**src/rtl/core/pvk_pkg.sv**
```systemverilog
package pvk_pkg;

    localparam int SqrtSteps = 32;
    localparam int ExpTerms  = 12;
    localparam int PowSteps  = 11;

    // exp(-1) in Q.30, from the same truncating series as the datapath
    localparam logic [29:0] EM1_Q30 = 30'd395007543;

    typedef enum logic [1:0] {
        KV_CALC,
        KV_ONE,
        KV_ZERO
    } t_kv_mode;

    typedef struct packed {
        logic               halve;
        logic signed [23:0] vterm;
    } t_sq_side;

    typedef struct packed {
        t_kv_mode    mode;
        logic [3:0]  n;
    } t_exp_tag;

    // ceil(2^35 / k): exact floor division for dividends below 2^31
    function automatic logic [35:0] recip_q35(input int unsigned k);
        logic [35:0] m;
        case (k)
            1:       m = 36'd34359738368;
            2:       m = 36'd17179869184;
            3:       m = 36'd11453246123;
            4:       m = 36'd8589934592;
            5:       m = 36'd6871947674;
            6:       m = 36'd5726623062;
            7:       m = 36'd4908534053;
            8:       m = 36'd4294967296;
            9:       m = 36'd3817748708;
            10:      m = 36'd3435973837;
            11:      m = 36'd3123612579;
            12:      m = 36'd2863311531;
            default: m = 36'd0;
        endcase
        return m;
    endfunction

endpackage

```
**src/rtl/core/pvk_sqrt.sv**
```systemverilog
module pvk_sqrt
    import pvk_pkg::*;
(
    input  logic        i_clk,
    input  logic        i_rst_n,
    input  logic        i_en,
    input  logic        i_valid,
    input  logic [63:0] i_value,
    input  t_sq_side    i_side,
    output logic        o_valid,
    output logic [31:0] o_root,
    output t_sq_side    o_side
);

    // one result bit per stage
    logic        r_vld  [SqrtSteps];
    logic [63:0] r_rem  [SqrtSteps];
    logic [63:0] r_res  [SqrtSteps];
    t_sq_side    r_side [SqrtSteps];

    for (genvar k = 0; k < SqrtSteps; k++) begin : g_step
        localparam logic [63:0] BIT = 64'd1 << (62 - 2 * k);
        logic        vld_in;
        logic [63:0] rem_in;
        logic [63:0] res_in;
        logic [63:0] trial;
        t_sq_side    side_in;

        if (k == 0) begin : g_first
            assign vld_in  = i_valid;
            assign rem_in  = i_value;
            assign res_in  = 64'd0;
            assign side_in = i_side;
        end else begin : g_next
            assign vld_in  = r_vld[k-1];
            assign rem_in  = r_rem[k-1];
            assign res_in  = r_res[k-1];
            assign side_in = r_side[k-1];
        end

        assign trial = res_in + BIT;

        always_ff @(posedge i_clk) begin
            if (!i_rst_n) begin
                r_vld[k] <= 1'b0;
            end else if (i_en) begin
                r_vld[k] <= vld_in;
            end
        end

        always_ff @(posedge i_clk) begin
            if (i_en) begin
                r_side[k] <= side_in;
                if (rem_in >= trial) begin
                    r_rem[k] <= rem_in - trial;
                    r_res[k] <= (res_in >> 1) + BIT;
                end else begin
                    r_rem[k] <= rem_in;
                    r_res[k] <= res_in >> 1;
                end
            end
        end
    end

    assign o_valid = r_vld[SqrtSteps-1];
    assign o_root  = r_res[SqrtSteps-1][31:0];
    assign o_side  = r_side[SqrtSteps-1];

endmodule

```
**config.mk**
```make
export PLATFORM = sky130hd
export DESIGN_NAME = pvk_sqrt
export DESIGN_NICKNAME = d
export VERILOG_FILES = /design/src/rtl/core/pvk_pkg.sv /design/src/rtl/core/pvk_sqrt.sv
export SDC_FILE = /design/constraint.sdc
export NUM_CORES = 2
export LEC_CHECK = 0
export BUFFER_PORTS_ARGS = -buffer_cell sky130_fd_sc_hd__buf_2
export CAP_MARGIN = 10
export CORE_MARGIN = 3
export CORE_UTILIZATION = 45
export DETAILED_ROUTE_END_ITERATION = 6
export GPL_TIMING_DRIVEN = 0
export SYNTH_ARGS = -nofsm -noshare
export SYNTH_HDL_FRONTEND = slang
export SYNTH_MEMORY_MAX_BITS = 65536
export SYNTH_SLANG_ARGS = --single-unit
```
**constraint.sdc**
```tcl
create_clock -name i_clk -period 6.3 [get_ports i_clk]
set_input_delay 0.315 -clock i_clk [delete_from_list [all_inputs] [get_ports i_clk]]
set_output_delay 0.315 -clock i_clk [all_outputs]
set_load 0.05 [all_outputs]
```
==> out/results.ini <==
[floorplan]
std_cell_rows=208
die_w_um=576.0
die_area_um2=331700
ioPinCount=151
chipHeight_um=576.0
core_area_um2=322200
initial_core_util=0.4537

[critical_path]
cp_max_fo=131
crit_top_cell=buf_16
r2r-end=r_rem[1][800]$_DFFE_PP_
cp_slowest_cell=clkbuf_1
end_kind=flip-flop
worst_ep_arrival_time_ns=6.69
r2r_cells=10
setup.worst_path.start_class=input port
worstPathRequired_ns=6.88
critPathMaxStageDelay_ns=0.64
critPathKind=in2reg
path_cells=dlygate4sd3_1 -> buf_8 -> buf_16 -> buf_16 -> buf_16 -> clkbuf_2 -> buf_12 -> clkbuf_2 -> buf_12 -> nand3b_1 -> nor4_1 -> o31a_1 -> clkbuf_1 -> clkbuf_1 -> o21ai_0
r2r_start=r_rem[1][712]$_DFFE_PP_
reg2reg_slack_ns=0.63

[routing]
met3WireLength_mm=22.96
drt-met1-wl_mm=155.9
dr_wl_met2_mm=152.3
wl_mm=338.0
final_antenna_net_count=0
drc=0
viasPerCell=5.556
top_layer_used=met4
drt_iter0_markers=8011
wl_per_cell_um=21.31
drt_pass1_iterations=6
vias=88140

[cells_and_area]
drive_above_1_share=0.07557
final_net_count=11924
stdcell_count=15863
synthToLayoutAreaGrowth_pct=13.47
n_fill_cell=27310

[placed_design]
dp_hpwl_mm=250.6
dp_cells=15115
port_buffers=150
place_congestion=0.9715

[clock_network]
cts_tree=built
clockRootBuffer=clkbuf_16
cts_max_path_buffers=4
htree_levels=5
insertion_delay_ns=0.93
numCtsBuffers=354
cts_sinks=3344
clkTransAtPathRegs_ns=0.06

[grt]
gr-total-overflow=0
grt_pass1_wl_mm=513.0
grt_use_total=0.1984
grt_max_degree=138
grt_antenna_before_repair=13
grt_pass1_vias=85148

[synthesis]
synthesis.area_um2=146200
synthArstFlopShare=0
synth_top_cell_area_share=0.6867
seq_area_frac_synth=0.6869
yosysMostFrequentCell=edfxtp_1
yosysWarnings=0
synth_area_leader_cell=edfxtp_1
synth.distinct_cells=94
synth_seq_cells=3344
synth.avg_cell_area_um2=13.75
synth_common_cells=3343 x edfxtp_1, 803 x nand2_1, 664 x inv_1, 581 x o21ai_0, 558 x ha_1
synthCells=10630
synthTopCellsByArea=edfxtp_1 69%, ha_1 4.8%, xor2_1 2.7%, xnor2_1 2.6%, nand2_1 2.1%
synth_nets=11281
synth_edf_count=3343
synth_ff_type=edfxtp_1

[min_path]
whs_endpoint=r_side[0][4]$_DFFE_PP_
hold_path_depth=2
hold_path.class=in2reg
hold_start=i_side[4]

[outcome]
outcome=finished clean

[timing]
fin_skew_ns=0.08647
rsz0062_at_grt=false
finalHoldViolCount=0
setup_viol=0
slew_viol_final=0
worstMarginPinSlew_ns=1.346
fin_crit_ns=6.107
max-slew-margin-rel=0.09444
max_freq_ghz=0.1637
period_share=0.9694
whs_ns=0.1030

[power_and_ir_drop]
cellPowerDensity_nw_per_um2=365.4
leakage_nw=60.47
ir_worst_vdd_mv=0.2788
power_w=0.06060

[flow_run]
cap_violations=0

==> worst max-delay path by stage <==
stage / startpoint / end / slack, ns / cells after the start
CTS: i_en / r_res[1][960]$_DFFE_PP_ / 0.009 / 16
floorplan: i_en / r_rem[1][896]$_DFFE_PP_ / 1.62 / 6
detailed placement: i_en / r_res[1][903]$_DFFE_PP_ / -1.37 / 12
finish: i_en / r_rem[1][800]$_DFFE_PP_ / 0.19 / 15
global placement: i_en / r_rem[1][903]$_DFFE_PP_ / -17.97 / 7
global route: i_en / r_rem[1][800]$_DFFE_PP_ / 0.06 / 15
==> area by class of cell <==
class                      count  area [um^2]  area share
sequential                  3344       100400      0.6053
multi-input combinational   6390        42380      0.2555
clock buffer                 413         9208     0.05551
tap                         4305         5386     0.03247
timing repair buffer         287         2643     0.01593
inverter                     665         2496     0.01505
clock inverter               222         2293     0.01383
buffer                       231         1036    0.006246
antenna                        6        15.01  0.00009052
==> what timing repair did <==
item | 4_1_cts | 5_1_grt
setup endpoints to repair | 730 | 22
setup buffers | 0 | 0
hold buffers | 103 | 0
pin swaps | 0 | 0
gates resized for setup | 2 | 6
endpoints found under the hold margin | 209 | 0
==> power by group <==
| part | leakage, nW | total, W | internal (W) | switching [W] |
|---|---|---|---|---|
| Clock | 5.59 | 0.0206 | 0.0121 | 0.00852 |
| Sequential | 32.3 | 0.0294 | 0.0276 | 0.00176 |
| Combinational | 22.5 | 0.0106 | 0.00406 | 0.00656 |
==> routing by layer <==
metal / vias to the layer above / track usage
li1: 41445 / -
met1: 43386 / 0.2945
met2: 2850 / 0.3068
met3: 459 / 0.03394
met4: 0 / 0.04341
met5: - / 0
==> flip-flops by register name (all words and copies together), names as in the netlist <==
| name | cells |
|---|---|
| r_rem | 1984 |
| r_vld | 32 |
| r_res | 528 |
| r_side | 800 |
==> through the flow <==
stage / setup WS (ns) / util / setup TNS (ns) / instance area, um^2
after floorplan: 1.620 / - / 0 / 146200
after global placement: -17.97 / 0.4728 / - / 152300
after detailed placement: -1.367 / 0.4757 / -1894.25 / 153300
after CTS: 0.008838 / 0.5146 / 0 / 165800
after global routing: 0.05558 / 0.5148 / 0 / 165900
final: 0.1930 / 0.5148 / 0 / 165900
==> kinds of logic after synthesis <==
| family | share of synthesized area |
|---|---|
| fa+ha+maj | 0.04776 |
| compound gates | 0.07748 |
| buf+inv | 0.02330 |
| xor+xnor | 0.05291 |
| simple gates | 0.1075 |
| flops | 0.6869 |
| mux | 0.004194 |
==> layout by cell type, fill, tap and decap left out, types with 221 or more instances in the layout <==
master and count:
nor4_1 356, xor2_1 451, o21ai_0 581, edfxtp_1 3343, ha_1 558, xnor2_1 432
a21oi_1 521, inv_1 664, clkbuf_16 360, nand2_1 803, nor3_1 270, clkbuf_1 221
nor2_1 546
==> critical path: cells and delay by family <==
family                 cells  cell delay [ns]
buffers and inverters     11             4.61
AOI/OAI and AO/OA          2             0.71
and+or+nand+nor            2             0.67
No activity file was read; power rests on OpenSTA's default activity.
